$ cat config.mk
export PLATFORM = sky130hd
export DESIGN_NAME = key_value_table
export DESIGN_NICKNAME = d
export VERILOG_FILES = /design/src/hw/rtl/kvt_pkg.sv /design/src/hw/rtl/kvt_cell.sv /design/src/hw/rtl/key_value_table.sv
export SDC_FILE = /design/constraint.sdc
export NUM_CORES = 2
export LEC_CHECK = 0
export BUFFER_PORTS_ARGS = -buffer_cell sky130_fd_sc_hd__buf_2
export CAP_MARGIN = 25
export CORE_MARGIN = 2
export CORE_UTILIZATION = 55
export CTS_CLUSTER_DIAMETER = 50
export CTS_CLUSTER_SIZE = 30
export DETAILED_ROUTE_END_ITERATION = 16
export GPL_ROUTABILITY_DRIVEN = 0
export GPL_TIMING_DRIVEN = 0
export PLACE_DENSITY = 0.74
export SLEW_MARGIN = 30
export SYNTH_ARGS = -nofsm -noshare
export SYNTH_HDL_FRONTEND = slang
export SYNTH_SLANG_ARGS = --single-unit
$ cat constraint.sdc
create_clock -name clk -period 4.6 [get_ports clk]
set_input_delay 0.23 -clock clk [delete_from_list [all_inputs] [get_ports clk]]
set_output_delay 0.23 -clock clk [all_outputs]
set_load 0.1 [all_outputs]
$ cat src/hw/rtl/kvt_pkg.sv
// ----------------------------------------------------------------------------
// kvt_pkg
// shared types and codes for the key/value table and its slot cells
// ----------------------------------------------------------------------------
package kvt_pkg;

    // request commands; code 3 is unused and answers as a miss
    typedef enum logic [1:0] {
        CMD_INSERT = 2'd0,
        CMD_LOOKUP = 2'd1,
        CMD_REMOVE = 2'd2
    } kvt_cmd_t;

    // result status codes
    typedef enum logic [2:0] {
        STAT_INSERTED  = 3'd0,
        STAT_UPDATED   = 3'd1,
        STAT_FOUND     = 3'd2,
        STAT_NOT_FOUND = 3'd3,
        STAT_REMOVED   = 3'd4,
        STAT_FULL      = 3'd5
    } kvt_status_t;

    // slot write operations broadcast to the cells
    typedef enum logic [1:0] {
        WR_FILL   = 2'd0,
        WR_UPDATE = 2'd1,
        WR_CLEAR  = 2'd2
    } kvt_wr_op_t;

    typedef struct packed {
        logic       en;
        kvt_wr_op_t op;
    } kvt_wr_t;

    // flags carried by the probe as it walks the chain
    typedef struct packed {
        logic valid;
        logic hit;
        logic free_found;
    } kvt_probe_t;

    // control states of the top level
    typedef enum logic [1:0] {
        S_IDLE   = 2'd0,
        S_LAUNCH = 2'd1,
        S_SCAN   = 2'd2,
        S_COMMIT = 2'd3
    } kvt_state_t;

endpackage

$ cat src/hw/rtl/kvt_cell.sv
// ----------------------------------------------------------------------------
// kvt_cell
// one table slot: stores key, value and valid bit, and passes the probe on
// ----------------------------------------------------------------------------
module kvt_cell #(
    parameter int CELL_ID    = 0,
    parameter int IDX_W      = 4,
    parameter int KEY_BITS   = 32,
    parameter int VALUE_BITS = 32
) (
    input  logic                  clk,
    input  logic                  rst_n,
    input  logic [KEY_BITS-1:0]   req_key,
    input  kvt_pkg::kvt_wr_t      wr_cmd,
    input  logic [IDX_W-1:0]      wr_idx,
    input  logic [VALUE_BITS-1:0] wr_value,
    input  kvt_pkg::kvt_probe_t   probe_in,
    input  logic [IDX_W-1:0]      hit_idx_in,
    input  logic [IDX_W-1:0]      free_idx_in,
    input  logic [VALUE_BITS-1:0] hit_value_in,
    output kvt_pkg::kvt_probe_t   probe_out,
    output logic [IDX_W-1:0]      hit_idx_out,
    output logic [IDX_W-1:0]      free_idx_out,
    output logic [VALUE_BITS-1:0] hit_value_out
);

    localparam logic [IDX_W-1:0] MY_IDX = IDX_W'(CELL_ID);

    logic                  slot_valid_reg, slot_valid_next;
    logic [KEY_BITS-1:0]   slot_key_reg, slot_key_next;
    logic [VALUE_BITS-1:0] slot_value_reg, slot_value_next;

    kvt_pkg::kvt_probe_t   probe_reg, probe_next;
    logic [IDX_W-1:0]      hit_idx_reg, hit_idx_next;
    logic [IDX_W-1:0]      free_idx_reg, free_idx_next;
    logic [VALUE_BITS-1:0] hit_value_reg, hit_value_next;

    logic match;
    logic selected;

    assign match    = slot_valid_reg && (slot_key_reg == req_key);
    assign selected = wr_cmd.en && (wr_idx == MY_IDX);

    // slot update from the commit broadcast
    always_comb
    begin
        slot_valid_next = slot_valid_reg;
        slot_key_next   = slot_key_reg;
        slot_value_next = slot_value_reg;
        if (selected)
        begin
            case (wr_cmd.op)
                kvt_pkg::WR_FILL:
                begin
                    slot_valid_next = 1'b1;
                    slot_key_next   = req_key;
                    slot_value_next = wr_value;
                end
                kvt_pkg::WR_UPDATE:
                begin
                    slot_value_next = wr_value;
                end
                kvt_pkg::WR_CLEAR:
                begin
                    slot_valid_next = 1'b0;
                end
                default:
                begin
                    slot_valid_next = slot_valid_reg;
                end
            endcase
        end
    end

    // probe stage: first match and lowest free slot
    always_comb
    begin
        probe_next     = probe_in;
        hit_idx_next   = hit_idx_in;
        free_idx_next  = free_idx_in;
        hit_value_next = hit_value_in;
        if (probe_in.valid && !probe_in.hit && match)
        begin
            probe_next.hit = 1'b1;
            hit_idx_next   = MY_IDX;
            hit_value_next = slot_value_reg;
        end
        if (probe_in.valid && !probe_in.free_found && !slot_valid_reg)
        begin
            probe_next.free_found = 1'b1;
            free_idx_next         = MY_IDX;
        end
    end

    always_ff @(posedge clk or negedge rst_n)
    begin
        if (!rst_n)
        begin
            slot_valid_reg <= 1'b0;
            probe_reg      <= '0;
        end
        else
        begin
            slot_valid_reg <= slot_valid_next;
            probe_reg      <= probe_next;
        end
    end

    always_ff @(posedge clk)
    begin
        slot_key_reg   <= slot_key_next;
        slot_value_reg <= slot_value_next;
        hit_idx_reg    <= hit_idx_next;
        free_idx_reg   <= free_idx_next;
        hit_value_reg  <= hit_value_next;
    end

    assign probe_out     = probe_reg;
    assign hit_idx_out   = hit_idx_reg;
    assign free_idx_out  = free_idx_reg;
    assign hit_value_out = hit_value_reg;

endmodule

$ cat src/hw/rtl/key_value_table.sv
// ----------------------------------------------------------------------------
// key_value_table
// bounded store of unique keys with insert, lookup and remove
// ----------------------------------------------------------------------------
// The table is a row of ENTRIES slot cells. An accepted item sends a probe
// down the row, one cell per cycle; each cell notes a key match and the
// lowest free slot. At the tail the outcome is decided and at most one write
// (fill, update or clear) is broadcast to the addressed cell, and one result
// item is produced with the entry count after the request. One item is in
// work at a time; the next item is accepted once the result of the last is
// committed. A finished result sits in an output register, so the next item
// can be taken while it waits. A new key goes into the lowest free slot; when
// all slots are full a new key is refused with the full status, while an
// update of a present key still succeeds. Command code 3 changes nothing and
// answers not found. found_value is zero unless the status is found, and
// entry_count is the entry count taken modulo 32.
module key_value_table #(
    parameter int ENTRIES    = 16,
    parameter int KEY_BITS   = 32,
    parameter int VALUE_BITS = 32
) (
    input  logic        clk,
    input  logic        rst_n,
    // request channel
    input  logic        in_valid,
    output logic        in_ready,
    input  logic [1:0]  command,
    input  logic [31:0] key,
    input  logic [31:0] value,
    // result channel
    output logic        out_valid,
    input  logic        out_ready,
    output logic [2:0]  status,
    output logic [31:0] found_value,
    output logic [4:0]  entry_count
);

    localparam int IDX_W = $clog2(ENTRIES);
    localparam int CNT_W = $clog2(ENTRIES + 1);

    // control state
    kvt_pkg::kvt_state_t state_reg, state_next;
    logic [CNT_W-1:0]    count_reg, count_next;

    // request held for the whole walk
    logic [1:0]            req_cmd_reg, req_cmd_next;
    logic [KEY_BITS-1:0]   req_key_reg, req_key_next;
    logic [VALUE_BITS-1:0] req_value_reg, req_value_next;

    // probe outcome captured at the tail of the row
    logic                  res_hit_reg, res_hit_next;
    logic                  res_free_reg, res_free_next;
    logic [IDX_W-1:0]      res_hit_idx_reg, res_hit_idx_next;
    logic [IDX_W-1:0]      res_free_idx_reg, res_free_idx_next;
    logic [VALUE_BITS-1:0] res_value_reg, res_value_next;

    // output register
    logic        out_valid_reg, out_valid_next;
    logic [2:0]  status_reg, status_next;
    logic [31:0] found_value_reg, found_value_next;
    logic [4:0]  entry_count_reg, entry_count_next;

    // commit broadcast
    kvt_pkg::kvt_wr_t wr_cmd;
    logic [IDX_W-1:0] wr_idx;

    // probe chain between the cells
    kvt_pkg::kvt_probe_t   chain_flags     [ENTRIES+1];
    logic [IDX_W-1:0]      chain_hit_idx   [ENTRIES+1];
    logic [IDX_W-1:0]      chain_free_idx  [ENTRIES+1];
    logic [VALUE_BITS-1:0] chain_hit_value [ENTRIES+1];

    // port widths vs parameter widths
    logic [KEY_BITS+31:0]   key_wide;
    logic [VALUE_BITS+31:0] value_wide;
    logic [VALUE_BITS+31:0] found_wide;
    logic [CNT_W+4:0]       count_wide;
    logic                   out_free;

    assign key_wide   = (KEY_BITS + 32)'(key);
    assign value_wide = (VALUE_BITS + 32)'(value);
    assign found_wide = (VALUE_BITS + 32)'(res_value_reg);
    assign out_free   = !out_valid_reg || out_ready;

    // head of the row: a fresh probe in the launch cycle
    always_comb
    begin
        chain_flags[0]       = '0;
        chain_flags[0].valid = (state_reg == kvt_pkg::S_LAUNCH);
        chain_hit_idx[0]     = '0;
        chain_free_idx[0]    = '0;
        chain_hit_value[0]   = '0;
    end

    for (genvar i = 0; i < ENTRIES; i++)
    begin : g_cell
        kvt_cell #(
            .CELL_ID    (i),
            .IDX_W      (IDX_W),
            .KEY_BITS   (KEY_BITS),
            .VALUE_BITS (VALUE_BITS)
        ) u_cell (
            .clk           (clk),
            .rst_n         (rst_n),
            .req_key       (req_key_reg),
            .wr_cmd        (wr_cmd),
            .wr_idx        (wr_idx),
            .wr_value      (req_value_reg),
            .probe_in      (chain_flags[i]),
            .hit_idx_in    (chain_hit_idx[i]),
            .free_idx_in   (chain_free_idx[i]),
            .hit_value_in  (chain_hit_value[i]),
            .probe_out     (chain_flags[i+1]),
            .hit_idx_out   (chain_hit_idx[i+1]),
            .free_idx_out  (chain_free_idx[i+1]),
            .hit_value_out (chain_hit_value[i+1])
        );
    end

    // next state, commit decision and result
    always_comb
    begin
        state_next        = state_reg;
        count_next        = count_reg;
        req_cmd_next      = req_cmd_reg;
        req_key_next      = req_key_reg;
        req_value_next    = req_value_reg;
        res_hit_next      = res_hit_reg;
        res_free_next     = res_free_reg;
        res_hit_idx_next  = res_hit_idx_reg;
        res_free_idx_next = res_free_idx_reg;
        res_value_next    = res_value_reg;
        out_valid_next    = out_valid_reg && !out_ready;
        status_next       = status_reg;
        found_value_next  = found_value_reg;
        entry_count_next  = entry_count_reg;
        wr_cmd.en         = 1'b0;
        wr_cmd.op         = kvt_pkg::WR_UPDATE;
        wr_idx            = res_hit_idx_reg;
        in_ready          = 1'b0;
        count_wide        = '0;

        case (state_reg)
            kvt_pkg::S_IDLE:
            begin
                in_ready = 1'b1;
                if (in_valid)
                begin
                    req_cmd_next   = command;
                    req_key_next   = key_wide[KEY_BITS-1:0];
                    req_value_next = value_wide[VALUE_BITS-1:0];
                    state_next     = kvt_pkg::S_LAUNCH;
                end
            end
            kvt_pkg::S_LAUNCH:
            begin
                state_next = kvt_pkg::S_SCAN;
            end
            kvt_pkg::S_SCAN:
            begin
                // probe leaves the last cell
                if (chain_flags[ENTRIES].valid)
                begin
                    res_hit_next      = chain_flags[ENTRIES].hit;
                    res_free_next     = chain_flags[ENTRIES].free_found;
                    res_hit_idx_next  = chain_hit_idx[ENTRIES];
                    res_free_idx_next = chain_free_idx[ENTRIES];
                    res_value_next    = chain_hit_value[ENTRIES];
                    state_next        = kvt_pkg::S_COMMIT;
                end
            end
            kvt_pkg::S_COMMIT:
            begin
                // write the slot and hand off the result together
                if (out_free)
                begin
                    status_next      = kvt_pkg::STAT_NOT_FOUND;
                    found_value_next = '0;
                    case (req_cmd_reg)
                        kvt_pkg::CMD_INSERT:
                        begin
                            if (res_hit_reg)
                            begin
                                wr_cmd.en   = 1'b1;
                                wr_cmd.op   = kvt_pkg::WR_UPDATE;
                                status_next = kvt_pkg::STAT_UPDATED;
                            end
                            else if (res_free_reg)
                            begin
                                wr_cmd.en   = 1'b1;
                                wr_cmd.op   = kvt_pkg::WR_FILL;
                                wr_idx      = res_free_idx_reg;
                                count_next  = count_reg + CNT_W'(1);
                                status_next = kvt_pkg::STAT_INSERTED;
                            end
                            else
                            begin
                                status_next = kvt_pkg::STAT_FULL;
                            end
                        end
                        kvt_pkg::CMD_LOOKUP:
                        begin
                            if (res_hit_reg)
                            begin
                                found_value_next = found_wide[31:0];
                                status_next      = kvt_pkg::STAT_FOUND;
                            end
                        end
                        kvt_pkg::CMD_REMOVE:
                        begin
                            if (res_hit_reg)
                            begin
                                wr_cmd.en   = 1'b1;
                                wr_cmd.op   = kvt_pkg::WR_CLEAR;
                                count_next  = count_reg - CNT_W'(1);
                                status_next = kvt_pkg::STAT_REMOVED;
                            end
                        end
                        default:
                        begin
                            status_next = kvt_pkg::STAT_NOT_FOUND;
                        end
                    endcase
                    count_wide       = (CNT_W + 5)'(count_next);
                    entry_count_next = count_wide[4:0];
                    out_valid_next   = 1'b1;
                    state_next       = kvt_pkg::S_IDLE;
                end
            end
            default:
            begin
                state_next = kvt_pkg::S_IDLE;
            end
        endcase
    end

    always_ff @(posedge clk or negedge rst_n)
    begin
        if (!rst_n)
        begin
            state_reg     <= kvt_pkg::S_IDLE;
            count_reg     <= '0;
            out_valid_reg <= 1'b0;
        end
        else
        begin
            state_reg     <= state_next;
            count_reg     <= count_next;
            out_valid_reg <= out_valid_next;
        end
    end

    // payload registers
    always_ff @(posedge clk)
    begin
        req_cmd_reg      <= req_cmd_next;
        req_key_reg      <= req_key_next;
        req_value_reg    <= req_value_next;
        res_hit_reg      <= res_hit_next;
        res_free_reg     <= res_free_next;
        res_hit_idx_reg  <= res_hit_idx_next;
        res_free_idx_reg <= res_free_idx_next;
        res_value_reg    <= res_value_next;
        status_reg       <= status_next;
        found_value_reg  <= found_value_next;
        entry_count_reg  <= entry_count_next;
    end

    assign out_valid   = out_valid_reg;
    assign status      = status_reg;
    assign found_value = found_value_reg;
    assign entry_count = entry_count_reg;

endmodule

## After elaboration in Yosys (flattened, before gate mapping)

Index checks and enable logic that the tools add are counted.

| storage, ports and cells | value |
|---|---|
| word-level logic and storage cells | 479 |
| bits of input ports | 70 |
| output and inout port bits | 42 |
| register bits after elaboration | 1854 |

| cells by class | value |
|---|---|
| equal/unequal tests | 41 |
| multiplexer cells | 77 |
| add/sub/neg operators | 2 |
| reductions and logical operators | 203 |

Operators with widths:

| cell | number |
|---|---|
| == test 32 bit | 16 |
| two-way mux 32 bit | 15 |
| AND reduction 2 bit | 52 |
| logical AND 1 bit | 95 |
| zero test 1 bit | 48 |
| two-way mux 1 bit | 38 |
| == test 4 bit (second input constant) | 8 |
| two-way mux 3 bit | 8 |
| two-way mux 4 bit | 5 |
| == test 4 x 3 -> 1 bit (second input constant) | 4 |
| two-way mux 5 bit | 3 |
| one-hot mux 5 bit (2 select lines) | 1 |
| one-hot mux 3 bit (3 select lines) | 1 |
| == test 2 bit (second input constant) | 4 |
| == test 4 x 2 -> 1 bit (second input constant) | 2 |
| one-hot mux 2 bit (4 select lines) | 1 |
| == test 2 x 1 -> 1 bit (second input constant) | 3 |
| zero test 2 bit | 3 |
| two-way mux 2 bit | 3 |
| one-hot mux 3 bit (2 select lines) | 1 |
| adder 5 x 1 -> 5 bit (second input constant) | 1 |
| subtractor 5 x 1 -> 5 bit (second input constant) | 1 |
| == test 4 x 1 -> 1 bit (second input constant) | 1 |
| zero test 4 bit | 1 |
| other kinds (7) | 8 |

## Depth between registers and ports, before layout

| logic depth | value |
|---|---|
| depth after elaboration | 8 |
| gate-level depth with buffers | 9 |
| gate-level depth less buffers | 6 |

## Hierarchy

A second synthesis with hierarchy kept.

| second synthesis, totals | value |
|---|---|
| cell total of the unflattened synthesis | 3549 |
| area, all modules | 64499.4 µm² |

Modules (own cells, without submodules):

| module | area each (µm²) | seq. area each (µm²) | cells an instance | instances |
|---|---|---|---|---|
| kvt_cell at g_cell[10].u_cell ... | 3692.3 | 2822.7 | 205 | 9 |
| kvt_cell at g_cell[0].u_cell ... | 3689.8 | 2822.7 | 205 | 5 |
| kvt_cell at g_cell[13].u_cell ... | 3691.0 | 2822.7 | 204 | 2 |
| key_value_table | 5437.7 | 4644.5 | 271 | 1 |

## Worst setup path before layout

Ideal clock, no wire load.

| path | value |
|---|---|
| path kind | register to register |
| start point | register out_valid_reg (netlist: out_valid) |
| end point | register g_cell[0].u_cell.slot_key_reg[0], enable pin |
| period minus slack after synthesis | 4473 ps |
| slack | 127 ps |
| data arrival time | 4052 ps |
| buffers on the path | 2 |
| cell stages (with the launch flop) | 9 |
| setup time | 421 ps |
| data required time | 4179 ps |
| path through | dfrtp_1 nand2b_1 clkbuf_1 nand2_1 clkinv_1 nand3_1 or2_0 clkbuf_2 nor2_1 |

| between the ends | value |
|---|---|
| cells in the longest elaborated chain, start to end | 7 |
| elaborated cells on any way between the ends | 10 |
| classes of those cells | mux: 4; reduce/logical: 6 |

Ends and longest elaborated chain:

| element | RTL line | text |
|---|---|---|
| from (decl) | key_value_table.sv:58 | `logic out_valid_reg, out_valid_next;` |
| from (signal assigned) | key_value_table.sv:249 | `out_valid_reg <= out_valid_next;` |
| zero test 1 bit * | key_value_table.sv:83 | `assign out_free = !out_valid_reg \|\| out_ready;` |
| logical OR 1 bit * | key_value_table.sv:83 |  |
| two-way mux 4 bit | key_value_table.sv:175 | `if (out_free)` |
| two-way mux 4 bit | key_value_table.sv:143 | `case (state_reg)` |
| zero test 4 bit | kvt_cell.sv:42 | `assign selected = wr_cmd.en && (wr_idx == MY_IDX);` |
| logical AND 1 bit | kvt_cell.sv:42 |  |
| AND reduction 2 bit (no line) * | - |  |
| to (signal assigned) | kvt_cell.sv:111 | `slot_key_reg <= slot_key_next;` |
| to (decl) | kvt_cell.sv:30 | `logic [KEY_BITS-1:0] slot_key_reg, slot_key_next;` |

Mark *: on every way between the ends. The rest lies on a longest branch, timed or not.
A chain may end at the register's enable or synchronous reset.

## Worst setup path after layout

| path | value |
|---|---|
| start point | register req_key_reg[1] |
| end point | register g_cell[3].u_cell.hit_value_reg[11] |

| between the ends | value |
|---|---|
| cells in the longest elaborated chain, start to end | 4 |

Ends and longest elaborated chain:

| element | RTL line | text |
|---|---|---|
| from (decl) | key_value_table.sv:47 | `logic [KEY_BITS-1:0] req_key_reg, req_key_next;` |
| from (signal assigned) | key_value_table.sv:257 | `req_key_reg <= req_key_next;` |
| == test 32 bit | kvt_cell.sv:41 | `assign match = slot_valid_reg && (slot_key_reg == req_key);` |
| logical AND 1 bit | kvt_cell.sv:41 |  |
| logical AND 1 bit | kvt_cell.sv:82 | `if (probe_in.valid && !probe_in.hit && match)` |
| two-way mux 32 bit | kvt_cell.sv:82 |  |
| via g_cell[3].u_cell.hit_value_next[11] | kvt_cell.sv:36 | `logic [VALUE_BITS-1:0] hit_value_reg, hit_value_next;` |
| to (signal assigned) | kvt_cell.sv:115 | `hit_value_reg <= hit_value_next;` |
| to (decl) | kvt_cell.sv:36 |  |

The timed path passes the listed nets, and every way through them passes these cells.

==> results.rst <==
.. list-table::
   :header-rows: 1

   * - Metric
     - Value
   * - Outcome
     - finished, final reports clean
   * - Top-count cell post-synth
     - edfxtp_1
   * - Post-DRT Antenna Nets
     - 0
   * - Top cell types by occurrence after synthesis
     - 1172 x edfxtp_1, 610 x dfxtp_1, 465 x mux2_2
   * - Standard-cell row count
     - 124
   * - Number of antenna violations at the first check in global routing
     - 8
   * - Logic pwr share
     - 9.7%
   * - Number of cells traversed by the worst register-to-register path
     - 9
   * - RSZ-0062 raised after global routing
     - no
   * - Syn Inst Count
     - 3583
   * - Leakage power
     - 26.98 nW
   * - Hold slack final
     - 41.87 ps
   * - Total clock buffers created by CTS
     - 135
   * - Count of final max-slew check failures
     - 0
   * - P per Cell Area
     - 483.3 nW/µm²
   * - Utilization of the core after routing
     - 64.34%
   * - Setup-violating endpoint count in the final report
     - 0
   * - Number of register bits inferred by synthesis
     - 1854
   * - Seq/Total Area, Yosys
     - 77.24%
   * - Via-to-Cell Ratio
     - between 5 and 6
   * - Most area-consuming cells after synthesis
     - edfxtp_1 55%, dfxtp_1 19%, mux2_2 8.2%
   * - Count of cell types in the netlist
     - 55
   * - DRC errors left
     - 0
   * - Main flop type after synthesis
     - edfxtp_1
   * - Global-route wire length before repair
     - 201.7 mm
   * - Crit path capture type
     - flop
   * - Number of top-level design ports
     - between 100 and 150
   * - Average wire length per cell after detail routing
     - 24.63 µm
   * - VDD IR max
     - around 0.38 mV
   * - Part of the power in registers
     - 54.3%
   * - Largest fanout on the critical path
     - 17
   * - H-tree depth reported by CTS
     - 4
   * - CP arrival
     - 5240 ps
   * - Clock Sinks
     - 1854
   * - Data required time at the worst endpoint
     - roughly 5200 ps
   * - TritonCTS clock tree
     - yes
   * - Total power
     - approximately 0.036 W
   * - Core Area
     - 114700 µm²
   * - Total Die Area
     - 118600 µm²
   * - Setup TNS
     - 0 ps
   * - Cell breakdown of the critical path
     - buf_2 > buf_2 > xor2_1 > nor4_1 > nand3_1 > nor4_4 > buf_4 > buf_2 > mux2_2
   * - Final #Nets
     - 4076
   * - Final critical path time including I/O delays and setup
     - 4591 ps
   * - CP peak stage delay
     - 1000 ps
   * - Design internal power
     - 0.02612 W
   * - Netlist Area Pre-Place
     - between 60000 and 70000 µm²
   * - P_sw
     - approximately 0.0095 W
   * - Total wire length
     - around 140 mm
   * - Final Instance Count excl. Fillers
     - 5628
   * - Via count
     - a little over 30000
   * - Detailed-router iteration count before antenna repair
     - 5
   * - Total grt overflow
     - 0
   * - Average footprint of a synthesized cell
     - roughly 18 µm²
   * - Sw Share
     - 26.72%
   * - Total of warnings raised by yosys
     - 0
   * - Die Wd
     - 344.3 µm
   * - Cell taking the most area after synthesis
     - edfxtp_1
   * - CTS max path bufs
     - 3
   * - Detailed Route Iter0 Violations
     - 3243
   * - Most used cell, CP
     - buf_2
   * - Number of input and output port buffers inserted
     - 111
   * - Initial Utilization
     - 55.56%
   * - Clk network pwr share
     - 36.0%
   * - Count of final hold-check violations
     - 0
   * - # Max-Cap Violations
     - 0
   * - Clock latency on the worst-skew pair
     - 770 ps
   * - Die Span Y
     - roughly 340 µm
   * - CTS Root Buffer Type
     - clkbuf_16
   * - Slew @ Worst Pin
     - roughly 1100 ps
   * - Share of final-layout standard cells stronger than drive strength 1
     - 28.26%
   * - Area growth, synth to finish
     - 15.79%
   * - Syn_nets
     - 3659
   * - Placed wire-length estimate
     - between 90 and 100 mm
   * - Number of enable-type register cells in the synthesized netlist
     - 1172
   * - Via count of the first global-routing pass
     - 31190
   * - Critical path's slowest cell
     - edfxtp_1
   * - Async set-reset flop share out of synthesis
     - 3.883%
   * - Critical Setup Path Class
     - reg -> reg
   * - Hold/Removal Path Class
     - in -> async
   * - Startpoint Class
     - flop
   * - CTS clock-pin slew for the worst setup and hold paths
     - 90 ps
   * - Final worst path period share
     - 99.81%
   * - Slew margin rel.
     - 28.54%
   * - Number of placed cells counting well taps
     - 5286
   * - Total routing resource utilization after global routing
     - a little under a quarter
   * - Fmax
     - 217.8 MHz
   * - Clock tree skew after final layout
     - 44.55 ps
   * - Largest net degree at the start of global routing
     - 49
   * - Area fraction of the dominant cell type after synthesis
     - 55.25%
per-stage QoR:
stage	cell area, µm²	setup WS, ps
after floorplan	63700	127.1
after CTS	73600	19.55
after global routing	73760	5.206
final	73760	8.590
after global placement	66150	-1492
after detailed placement	67980	-107.6
layout by cell type, fill, tap and decap left out, types with 26 or more instances in the layout:
| cell type | Yosys | layout |
|---|---|---|
| edfxtp_1 | 1172 | 1172 |
| dfxtp_1 | 610 | 610 |
| mux2_2 | 465 | 465 |
| xor2_1 | 439 | 439 |
| buf_2 | 76 | 188 |
| clkbuf_16 | 0 | 142 |
| nor4_1 | 101 | 98 |
| xnor2_1 | 80 | 80 |
| dfrtp_1 | 72 | 72 |
| or2_2 | 71 | 71 |
| dlygate4sd3_1 | 0 | 68 |
| and2_1 | 68 | 66 |
| buf_4 | 29 | 60 |
| buf_16 | 0 | 39 |
| nor2_1 | 67 | 36 |
| nor2b_1 | 37 | 36 |
| nand2b_1 | 33 | 33 |
| nor2_4 | 0 | 31 |
| nand4_1 | 29 | 29 |
| nand2_1 | 26 | 26 |
final timing paths:
check	startpoint	to	slack [ps]
setup reg to reg	req_key_reg[1]	g_cell[3].u_cell.hit_value_out[11]	9
max in group asynchronous	rst_n	g_cell[0].u_cell.probe_out[0]	3980
hold / removal	rst_n	g_cell[0].u_cell.probe_out[1]	40
min in group clk	out_ready	out_valid	90
setup / recovery	req_key_reg[1]	g_cell[3].u_cell.hit_value_out[11]	9
hold reg to reg	g_cell[0].u_cell.probe_out[2]	g_cell[1].u_cell.probe_out[2]	390
what timing repair did:
item / CTS / global route
setup buffers: 5 / 15
hold buffers: 68 / 0
setup endpoints to repair: 29 / 50
gates resized for setup: 0 / 0
endpoints found under the hold margin: 140 / 0
routing by layer:
layer / track usage, % / share of wire, %
met1: 32.78 / 41
met2: 36.83 / 46
met3: 5.297 / 9.4
met4: 8.678 / 3.3
met5: 0 / 0.0094
cell families after synthesis:
kind of cell               share of synthesized area [%]
and+or+nand+nor                                    5.126
AOI/OAI and AO/OA                                 0.5971
DFF                                                77.24
xor gates and xnor gates                           7.135
muxes                                              8.553
adders and majority gates                         0.1178
buffers and inverters                              1.228
power by group through the flow:
stage	combinational (W)	clock, W	sequential, W
3_3_place_gp	0.00285	0	0.0200
2_1_floorplan	0.00150	0	0.0201
3_5_place_dp	0.00320	0	0.0198
5_1_grt	0.00362	0.0136	0.0195
6_report	0.00346	0.0128	0.0194
4_1_cts	0.00331	0.0130	0.0194
cell type report:
| type | instances | area, µm² |
|---|---|---|
| Buffer | 129 | 744.5 |
| Clock inverter | 105 | 1326 |
| Sequential cell | 1854 | 49210 |
| Clock buffer | 147 | 3582 |
| Timing Repair Buffer | 280 | 2982 |
| Fill cell | 7635 | 40890 |
| Multi-Input combinational cell | 1590 | 13980 |
| Tap cell | 1512 | 1892 |
| Inverter | 10 | 42.54 |
| Antenna cell | 1 | 2.502 |
critical path: cells and delay by family (launching register included):
family | cells | cell delay (ps)
buffers and inverters | 4 | 1550
xor gates and xnor gates | 1 | 120
DFF | 1 | 1000
and+or+nand+nor | 3 | 1400
muxes | 1 | 370
Power figures use the tool's default switching activity.
